<file path="src/hw/rtl/gmi_pkg.sv">
// Shared constants, codes and types for the grid multilinear interpolation core.
package gmi_pkg;

    localparam int AXIS_LEN   = 16;
    localparam int NUM_AXES   = 3;
    localparam int PT_W       = 4;
    localparam int LEN_W      = 5;
    localparam int VAL_W      = 32;
    localparam int FRAC_W     = 17;
    localparam int ADDR_W     = 12;
    localparam int DATA_DEPTH = 4096;
    localparam int ACC_W      = 52;
    localparam int PROD_W     = 50;

    localparam logic [FRAC_W-1:0] ONE_Q16 = 17'h10000;

    localparam logic [1:0] OP_LOAD_AXIS = 2'd0;
    localparam logic [1:0] OP_LOAD_DATA = 2'd1;
    localparam logic [1:0] OP_QUERY     = 2'd2;

    localparam logic [1:0] CFG_NUM_DIMS = 2'd0;
    localparam logic [1:0] CFG_LEN_X    = 2'd1;
    localparam logic [1:0] CFG_LEN_Y    = 2'd2;
    localparam logic [1:0] CFG_LEN_Z    = 2'd3;

    typedef struct packed {
        logic [PT_W-1:0]   lo_pt;
        logic [PT_W-1:0]   hi_pt;
        logic [FRAC_W-1:0] frac;
    } lane_res_t;

endpackage

</file>
<file path="src/hw/rtl/gmi_lane.sv">
// One axis lane: coordinate table, binary search and serial fraction divider.
module gmi_lane (
    input  logic                              clk,
    input  logic                              rst_n,
    input  logic                              wr_en,
    input  logic [gmi_pkg::PT_W-1:0]          wr_idx,
    input  logic signed [gmi_pkg::VAL_W-1:0]  wr_data,
    input  logic                              start,
    input  logic signed [gmi_pkg::VAL_W-1:0]  key,
    input  logic [gmi_pkg::LEN_W-1:0]         len,
    output logic                              done,
    output gmi_pkg::lane_res_t                res
);
    import gmi_pkg::*;

    typedef enum logic [5:0] {
        L_IDLE = 6'b000001,
        L_SRCH = 6'b000010,
        L_RDL  = 6'b000100,
        L_RDR  = 6'b001000,
        L_DIV  = 6'b010000,
        L_DONE = 6'b100000
    } lane_state_t;

    lane_state_t state_reg, state_next;
    logic [LEN_W-1:0] lo_reg, lo_next, hi_reg, hi_next, len_reg, len_next;
    logic signed [VAL_W-1:0] key_reg, key_next, pl_reg, pl_next;
    logic [VAL_W:0] den_reg, den_next, rem_reg, rem_next;
    logic [15:0] q_reg, q_next;
    logic [3:0] cnt_reg, cnt_next;
    logic [PT_W-1:0] lpt_reg, lpt_next, rpt_reg, rpt_next;
    logic [FRAC_W-1:0] frac_reg, frac_next;

    logic signed [VAL_W-1:0] tab [AXIS_LEN];
    logic [PT_W-1:0] rd_addr, mid;
    logic [LEN_W:0] mid_sum;
    logic signed [VAL_W-1:0] rd_data;
    logic signed [VAL_W:0] diff_den, diff_num;
    logic [VAL_W+1:0] rem2;
    logic [LEN_W-1:0] lo_m1, len_m1;

    always_ff @(posedge clk)
    begin
        if (wr_en)
        begin
            tab[wr_idx] <= wr_data;
        end
    end

    assign mid_sum = {1'b0, lo_reg} + {1'b0, hi_reg};
    assign mid     = mid_sum[PT_W:1];

    always_comb
    begin
        case (state_reg)
            L_SRCH:  rd_addr = mid;
            L_RDL:   rd_addr = lpt_reg;
            default: rd_addr = rpt_reg;
        endcase
    end

    assign rd_data  = tab[rd_addr];
    assign diff_den = {rd_data[VAL_W-1], rd_data} - {pl_reg[VAL_W-1], pl_reg};
    assign diff_num = {key_reg[VAL_W-1], key_reg} - {pl_reg[VAL_W-1], pl_reg};
    assign rem2     = {rem_reg, 1'b0};
    assign lo_m1    = lo_reg - 1'b1;
    assign len_m1   = len_reg - 1'b1;

    always_comb
    begin
        state_next = state_reg;
        lo_next    = lo_reg;
        hi_next    = hi_reg;
        len_next   = len_reg;
        key_next   = key_reg;
        pl_next    = pl_reg;
        den_next   = den_reg;
        rem_next   = rem_reg;
        q_next     = q_reg;
        cnt_next   = cnt_reg;
        lpt_next   = lpt_reg;
        rpt_next   = rpt_reg;
        frac_next  = frac_reg;
        case (state_reg)
            L_IDLE, L_DONE:
            begin
                if (start)
                begin
                    lo_next    = '0;
                    hi_next    = len;
                    len_next   = len;
                    key_next   = key;
                    state_next = L_SRCH;
                end
            end
            L_SRCH:
            begin
                if (lo_reg < hi_reg)
                begin
                    if (key_reg < rd_data)
                    begin
                        hi_next = {1'b0, mid};
                    end
                    else
                    begin
                        lo_next = {1'b0, mid} + 1'b1;
                    end
                end
                else
                begin
                    lpt_next   = (lo_reg == '0) ? '0 : lo_m1[PT_W-1:0];
                    rpt_next   = (lo_reg == len_reg) ? len_m1[PT_W-1:0] : lo_reg[PT_W-1:0];
                    state_next = L_RDL;
                end
            end
            L_RDL:
            begin
                pl_next    = rd_data;
                state_next = L_RDR;
            end
            L_RDR:
            begin
                frac_next  = '0;
                state_next = L_DONE;
                // A flat or descending bracket and a key below it both give fraction zero.
                if (lpt_reg != rpt_reg && !diff_den[VAL_W] && diff_den != '0
                    && !diff_num[VAL_W])
                begin
                    if (diff_num >= diff_den)
                    begin
                        frac_next = ONE_Q16;
                    end
                    else
                    begin
                        den_next   = diff_den;
                        rem_next   = diff_num;
                        q_next     = '0;
                        cnt_next   = '0;
                        state_next = L_DIV;
                    end
                end
            end
            L_DIV:
            begin
                if (rem2 >= {1'b0, den_reg})
                begin
                    rem_next = (VAL_W+1)'(rem2 - {1'b0, den_reg});
                    q_next   = {q_reg[14:0], 1'b1};
                end
                else
                begin
                    rem_next = rem2[VAL_W:0];
                    q_next   = {q_reg[14:0], 1'b0};
                end
                cnt_next = cnt_reg + 1'b1;
                if (cnt_reg == 4'd15)
                begin
                    frac_next  = {1'b0, q_next};
                    state_next = L_DONE;
                end
            end
            default:
            begin
                state_next = L_IDLE;
            end
        endcase
    end

    always_ff @(posedge clk or negedge rst_n)
    begin
        if (!rst_n)
        begin
            state_reg <= L_IDLE;
        end
        else
        begin
            state_reg <= state_next;
        end
    end

    always_ff @(posedge clk)
    begin
        lo_reg   <= lo_next;
        hi_reg   <= hi_next;
        len_reg  <= len_next;
        key_reg  <= key_next;
        pl_reg   <= pl_next;
        den_reg  <= den_next;
        rem_reg  <= rem_next;
        q_reg    <= q_next;
        cnt_reg  <= cnt_next;
        lpt_reg  <= lpt_next;
        rpt_reg  <= rpt_next;
        frac_reg <= frac_next;
    end

    assign done      = (state_reg == L_DONE);
    assign res.lo_pt = lpt_reg;
    assign res.hi_pt = rpt_reg;
    assign res.frac  = frac_reg;

endmodule

</file>
<file path="config.mk">
export PLATFORM = sky130hd
export DESIGN_NAME = gmi_lane
export DESIGN_NICKNAME = d
export VERILOG_FILES = /design/src/hw/rtl/gmi_pkg.sv /design/src/hw/rtl/gmi_lane.sv
export SDC_FILE = /design/constraint.sdc
export NUM_CORES = 1
export LEC_CHECK = 0
export BUFFER_PORTS_ARGS = -buffer_cell sky130_fd_sc_hd__clkbuf_2
export CAP_MARGIN = 25
export CORE_MARGIN = 1
export CORE_UTILIZATION = 45
export DETAILED_ROUTE_END_ITERATION = 10
export PLACE_DENSITY = 0.66
export SLEW_MARGIN = 20
export SYNTH_ARGS = -nofsm -noshare
export SYNTH_HDL_FRONTEND = slang
export SYNTH_SLANG_ARGS = --single-unit
</file>
<file path="constraint.sdc">
create_clock -name clk -period 11.55 [get_ports clk]
set_input_delay 1.7325 -clock clk [delete_from_list [all_inputs] [get_ports clk]]
set_output_delay 1.7325 -clock clk [all_outputs]
set_load 0.05 [all_outputs]
</file>
==> reports/results.tsv, run 1 <==
stage	metric	value	unit
outcome	status	finished, final reports clean	
flow_run	Maximum Capacitance Violations	0	
synth	Avg Inst Size Synth	12.42	sq um
critical_path	startpoint types	flop	
clocking	CTS Hold Bufs	0	
detailed_routing	Post-DRT Antenna Nets	0	
floorplanning	io pins	103	
floorplanning	die area	78470	sq um
synth	post-synth cell types	83	
floorplanning	Core Box Area	76200	sq um
global_routing	initial antenna violation count	6	
critical_path	CP max stage delay	0.80	ns
timing	Slew @ Worst Pin	1.042	ns
synth	Synth Warn #	0	
global_routing	first-pass GRT wire length	130400	um
floorplanning	row cnt	101	
final_layout	final design utilization	51.47	%
critical_path	Setup Crit Path Kind	flop to flop	
final_layout	area added between synthesis and finish	12.68	%
critical_path	Worst path most repeated cell	a21oi_1	
power	Worst IR Drop VDD	0.1464	mV
clocking	Root Buffer Master	clkbuf_16	
floorplanning	Initial Util	45.68	%
clocking	post-CTS setup buffer count	0	
detailed_routing	Routed Wire Length	85820	um
detailed_routing	initial DRC count	1967	
hold_path	hold wc startpoint	q_reg[14]$_SDFFCE_PN0P_	
detailed_routing	Vias/cell	5.604	
synth	syn nets	3056	
timing	Hold Fails Final Rpt	0	
timing	final setup violating endpoints	0	
critical_path	Req. time, crit path	11.82	ns
clocking	CTS clk-pin slew, worst paths	0.06	ns
timing	max-slew violation total from the final report	0	
critical_path	critical path capture point type	flop	
clocking	post-cts repair resize count	0	
synth	EDFF count, synth	701	
detailed_routing	DRC	0	
place	HPWL Detailed	55210	um
detailed_routing	Vias	22440	
floorplanning	die width	280.1	um
timing	Clock Skew	0.04070	ns
timing	setup TNS	0	ns
detailed_routing	drt wl/cell	21.43	um
critical_path	slowest CP cell	a221o_4	
timing	Slew headroom	30.55	%
critical_path	worst-path maximum fanout	59	
clocking	# H-tree levels	3	
global_routing	total grt overflow	0	
critical_path	CP arrival	9.57	ns
global_routing	vias in the first global route	22260	
clocking	clk_lat worst skew	0.64	ns
synth	Main synth FF type	edfxtp_1	
clocking	TritonCTS Buffers	76	
timing	unrepaired setup endpoints after global routing	no	
timing	fin crit share	80.59	%
timing	Max Clk Rate	0.1074	GHz
global_routing	Overall Global Routing Usage	21.92	%
clocking	Sinks on Clock Net	707	
synth	FF+latch count, synth	707	
final_layout	layout cell share with drive strength beyond 1	11.58	%
critical_path	CP startpoint	state_reg[5]$_DFFE_PN0P_	
final_layout	design area	39220	sq um
global_routing	largest net degree at the start of global routing	149	
final_layout	Nets	3163	
synth	cell area after synthesis	34810	sq um
final_layout	max reg flops	512	
power	Power per Cell Area	264.9	nW/um^2
power	P_leak	15.23	nW
hold_path	path category of the worst min-delay check	flop to flop	
clocking	CTS tree	built	
synth	sequential fraction of the synthesis area	60.91	%
place	GP Congestion	0.8881	
power	Pwr Total	10.39	mW
critical_path	Critical R2R Launch	state_reg[5]$_DFFE_PN0P_	
place	Area after DPL	36600	sq um
place	# port buffers	102	
detailed_routing	Initial DRT Pass Iterations	5	
synth	Synth Instances	2802	
timing	min Tclk post-route	9.308	ns
synth	fraction of registers with async set/reset	0.8487	%
clocking	clock buffer depth	3	
floorplanning	die height	280.1	um
-- critical path: cells and delay by family (launching register included) --
kind | cells | cell delay (ns)
xor+xnor | 1 | 0.12
simple gates | 7 | 1.71
flops | 1 | 0.52
buf+inv | 2 | 0.96
fa+ha+maj | 2 | 0.59
compound gates | 16 | 4.32
mux | 2 | 0.59
-- logic make-up (layout without fill, tap and decap cells) --
logic type | after synthesis | after routing | share of synthesized area [%]
compound gates | 503 | 503 | 9.255
mux | 183 | 183 | 6.412
other cells | 0 | 4 | 0
fa+ha+maj | 177 | 177 | 6.448
flops | 707 | 707 | 60.91
buf+inv | 275 | 443 | 3.274
simple gates | 866 | 866 | 11.42
xor+xnor | 91 | 91 | 2.290
-- through the flow --
stage,setup slack [ns],hold slack [ns],cells
after floorplan,3.590,0.4967,2802
after global placement,2.505,0.5199,3859
after detailed placement,2.409,0.5213,3861
after CTS,2.334,0.5409,4000
after global routing,1.669,0.5638,4002
final,2.242,0.5359,4004
-- routing by layer --
metal | GRT usage (%) | vias to the layer above | routed length, um
met5 | 0 | - | 25
met4 | 7.412 | 4 | 2709
met3 | 3.814 | 148 | 5338
met2 | 35.62 | 694 | 40700
met1 | 29.72 | 11020 | 37050
li1 | - | 10580 | -
-- path summary, 6_finish.rpt --
kind / to / slack, ns / cells after the start
setup / recovery: q_reg[13]$_SDFFCE_PN0P_ / 2.24 / 30
hold / removal: frac_reg[15]$_SDFFCE_PN0P_ / 0.54 / 1
setup reg to reg: q_reg[13]$_SDFFCE_PN0P_ / 2.24 / 30
hold reg to reg: frac_reg[15]$_SDFFCE_PN0P_ / 0.54 / 1
max in group asynchronous: state_reg[0]$_DFFE_PN1P_ / 10.38 / 1
min in group asynchronous: state_reg[5]$_DFFE_PN0P_ / 0.94 / 1
-- cells in the final DEF (no fill, tap or decap), types with 44 or more instances in the layout --
| master | n |
|---|---|
| inv_1 | 163 |
| clkbuf_2 | 102 |
| o21ai_0 | 159 |
| nor2_1 | 174 |
| mux2i_1 | 145 |
| a21o_1 | 66 |
| a21oi_1 | 111 |
| nand3_1 | 151 |
| ha_1 | 173 |
| xor2_1 | 47 |
| edfxtp_1 | 701 |
| clkbuf_16 | 77 |
| xnor2_1 | 44 |
| nand2_1 | 336 |
-- cells in the mapped netlist, types with 14 or more instances --
library cell,number,area (sq um)
inv_1,164,615.6
o21a_1,42,315.3
mux4_2,30,675.7
nor2_1,186,698.2
clkbuf_1,47,176.4
nand2b_1,22,137.6
nand4_1,30,187.7
ha_1,173,2165
a21o_1,66,495.5
buf_1,16,60.06
nor2b_1,21,131.4
xor2_1,47,411.6
o21ai_0,159,795.8
and2_1,31,193.9
nand2_1,337,1265
buf_4,14,105.1
nand3_1,151,755.7
edfxtp_1,701,21050
buf_2,31,155.2
xnor2_1,44,385.4
mux2i_1,145,1451
a21oi_1,111,555.5
nor3_1,24,120.1
-- cell type report --
type                       count  area [sq um]
clock buffer                  97          2032
tap                         1030          1289
sequential                   707         21200
clock inverter                42         578.1
antenna                        4         10.01
multi-input combinational   1820         12650
timing repair buffer         140         850.8
inverter                     164         615.6
fill                        6446         36980
-- where the power goes --
part           total (mW)  switching (mW)  internal (mW)
Clock                2.51            1.02           1.49
Combinational        4.70            2.98           1.72
Sequential           3.17          0.0843           3.09
Total                10.4            4.09           6.30
No activity file was read; power rests on OpenSTA's default activity.
==> run 2: changes to the inputs <==
- ABC_AREA: unset -> 1
- PLACE_DENSITY: 0.66 -> 0.68
- clock period: 11.55 -> 8.55 ns (I/O delays scaled with it)
==> run 2 against run 1 <==
Area after synthesis fell by 0.87%. Cell count rose by 7.3%. Global-route usage rose by 0.77 points. Routed wire length rose by 3.2%. Synthesized cell count rose by 11%. Critical path depth rose by 4. Cell area fell by 1.2%. Largest cell class unchanged.
==> reports/results.tsv, run 2 <==
stage	metric	value	unit	change
final_layout	area added between synthesis and finish	12.33	%	
detailed_routing	Vias	23850		+6.3%
critical_path	R2R Setup Slk	0.59	ns	-1.65 ns
flow_run	Maximum Capacitance Violations	0		unchanged
final_layout	layout cell share with drive strength beyond 1	9.957	%	-1.6 points
floorplanning	Core Box Area	75950	sq um	-0.33%
clocking	CTS Hold Bufs	0		unchanged
hold_path	path category of the worst min-delay check	primary input to asynchronous set/reset pin		
synth	Avg Inst Size Synth	11.13	sq um	-10%
global_routing	Overall Global Routing Usage	22.69	%	+0.77 points
detailed_routing	initial DRC count	2302		+17%
place	HPWL Detailed	55720	um	+0.93%
floorplanning	Initial Util	45.43	%	-0.25 points
final_layout	commonest non-fill, non-tap cell in the layout	edfxtp_1		
synth	syn nets	3354		+9.8%
place	GP Congestion	0.9066		+2.1%
detailed_routing	DRC	0		unchanged
detailed_routing	drt wl/cell	20.61	um	-3.8%
final_layout	max reg flops	512		unchanged
final_layout	Fill cells	6656		+3.3%
critical_path	CP max stage delay	0.67	ns	-0.13 ns
global_routing	largest net degree at the start of global routing	153		+2.7%
synth	fraction of registers with async set/reset	0.8487	%	unchanged
synth	area leader, netlist	edfxtp_1		
synth	Main synth FF type	edfxtp_1		
detailed_routing	Vias/cell	5.551		-0.94%
critical_path	critical path capture point type	flop		
timing	Slew headroom	34.54	%	+4.0 points
timing	Clock Skew	0.03441	ns	-0.006289 ns
floorplanning	die area	77790	sq um	-0.87%
critical_path	startpoint types	flop		
final_layout	final design utilization	51.04	%	-0.44 points
clocking	clock buffer depth	3		unchanged
critical_path	Worst path most repeated cell	inv_1		
detailed_routing	Routed Wire Length	88540	um	+3.2%
detailed_routing	Initial DRT Pass Iterations	5		unchanged
synth	sequential fraction of the synthesis area	61.44	%	+0.54 points
clocking	# H-tree levels	3		unchanged
synth	Synth Warn #	0		unchanged
clocking	TritonCTS Buffers	76		unchanged
synth	dominant cells by area after synthesis	edfxtp_1, ha_1, nor2_1, o21ai_0, nand2_1		
global_routing	first-pass GRT wire length	135100	um	+3.6%
place	placed cells	4157		+7.7%
synth	Synth Instances	3100		+11%
place	Area after DPL	36330	sq um	-0.75%
final_layout	Nets	3459		+9.4%
timing	min Tclk post-route	7.958	ns	-1.350 ns
final_layout	most frequent cells in the layout	edfxtp_1, nor2_1, nand2_1, inv_1, o21ai_0		
critical_path	CP arrival	8.25	ns	-1.32 ns
clocking	Sinks on Clock Net	707		unchanged
global_routing	total grt overflow	0		unchanged
floorplanning	die width	278.9	um	-0.43%
critical_path	slowest CP cell	fa_1		
floorplanning	row cnt	101		unchanged
synth	post-synth cell types	60		-28%
final_layout	register area	21200	sq um	unchanged
global_routing	initial antenna violation count	5		-1
critical_path	Setup Crit Path Kind	flop to flop		
timing	Max Clk Rate	0.1257	GHz	+17%
final_layout	multi-input logic area	11630	sq um	-8.0%
global_routing	vias in the first global route	23330		+4.8%
synth	cell area after synthesis	34510	sq um	-0.87%
final_layout	design area	38760	sq um	-1.2%
floorplanning	die height	278.9	um	-0.43%
timing	max-slew violation total from the final report	0		unchanged
clocking	Root Buffer Master	clkbuf_16		
synth	top cell type's share of synthesized area	61.00	%	+0.53 points
floorplanning	io pins	103		unchanged
clocking	CTS tree	built		
timing	final setup violating endpoints	0		unchanged
critical_path	Req. time, crit path	8.85	ns	-2.97 ns
timing	setup TNS	0	ns	unchanged
clocking	clk_lat worst skew	0.64	ns	about the same
synth	most numerous cell in the Yosys netlist	edfxtp_1		
clocking	CTS clk-pin slew, worst paths	0.06	ns	about the same
synth	EDFF count, synth	701		unchanged
critical_path	worst-path maximum fanout	116		+97%
timing	fin crit share	93.08	%	+12 points
synth	Synth top cells by count	edfxtp_1, nor2_1, nand2_1, inv_1, o21ai_0		
outcome	status	finished, final reports clean		
place	# port buffers	102		unchanged
timing	unrepaired setup endpoints after global routing	no		
synth	FF+latch count, synth	707		unchanged
detailed_routing	Post-DRT Antenna Nets	0		unchanged
final_layout	Layout Cells excl Fill	4296		+7.3%
timing	Hold Fails Final Rpt	0		unchanged
timing	Slew @ Worst Pin	0.9819	ns	-0.05981 ns
-- run 2: cell count changes after synthesis, sizes merged, moves of 34 or more --
cell / before / now
inv: 164 / 350
o21ai: 165 / 311
mux2i: 145 / 0
nand3: 152 / 71
a21oi: 114 / 163
o21a: 42 / 8
nor2: 186 / 414
a21o: 66 / 11
o221ai: 1 / 113
-- run 2: layer usage --
metal  up-vias  part of all wire [%]  track usage, %
met5         -                 0.058               0
met4         8                   3.1           8.016
met1     11510                    43           30.58
met3       181                   6.4           3.473
met2       776                    47           37.34
li1      11380                     -               -
-- run 2: cell type report --
class                   count  area share (%)
inverters                 350           3.412
multi-input cells        1926           30.01
flip-flops and latches    707           54.70
well taps                1030           3.325
clock buffers              91           5.052
clock inverters            46           1.162
diodes                      2         0.01291
repair buffers            144           2.334
-- run 2: path summary, 6_finish.rpt --
path,start,to,cells after the start
worst min-delay path,rst_n,state_reg[2]$_DFFE_PN0P_,1
min in group clk,state_reg[0]$_DFFE_PN1P_,state_reg[0]$_DFFE_PN1P_,2
worst max-delay path,lo_reg[0]$_SDFFCE_PN0P_,rem_reg[22]$_DFFE_PP_,34
worst min register to register,state_reg[0]$_DFFE_PN1P_,state_reg[0]$_DFFE_PN1P_,2
max in group asynchronous,rst_n,state_reg[0]$_DFFE_PN1P_,1
worst max register to register,lo_reg[0]$_SDFFCE_PN0P_,rem_reg[22]$_DFFE_PP_,34
-- run 2: what timing repair did --
| item | 4_1_cts | 5_1_grt |
|---|---|---|
| gates resized for setup | 0 | 3 |
| setup endpoints to repair | 0 | 85 |
| buffers inserted | 0 | 0 |
| hold endpoints to repair | 0 | 0 |
-- run 2: logic make-up after synthesis --
logic type                 synth area share, %
AOI/OAI and AO/OA                        13.11
adders and majority gates                6.505
DFF                                      61.44
and+or+nand+nor                          11.16
xor gates and xnor gates                 2.437
buffers and inverters                    5.345
-- run 2: metrics by stage --
stage | setup slack (ns) | hold WS [ns]
floorplan | 0.3025 | 0.5084
global placement | 0.6744 | 0.5233
detailed placement | 0.6189 | 0.5329
CTS | 0.5933 | 0.4505
global route | 0.1229 | 0.4647
finish | 0.5919 | 0.4768
-- run 2: critical path: cells and delay by family (launching register included) --
| family | cells | cell delay, ns |
|---|---|---|
| compound gates | 10 | 2.25 |
| simple gates | 11 | 1.65 |
| buf+inv | 9 | 1.41 |
| fa+ha+maj | 3 | 1.37 |
| flops | 1 | 0.48 |
| xor+xnor | 1 | 0.24 |
Power of run 2 is not shown: default switching activity piles up to over one toggle a cycle in this logic, so the estimate is an artifact.
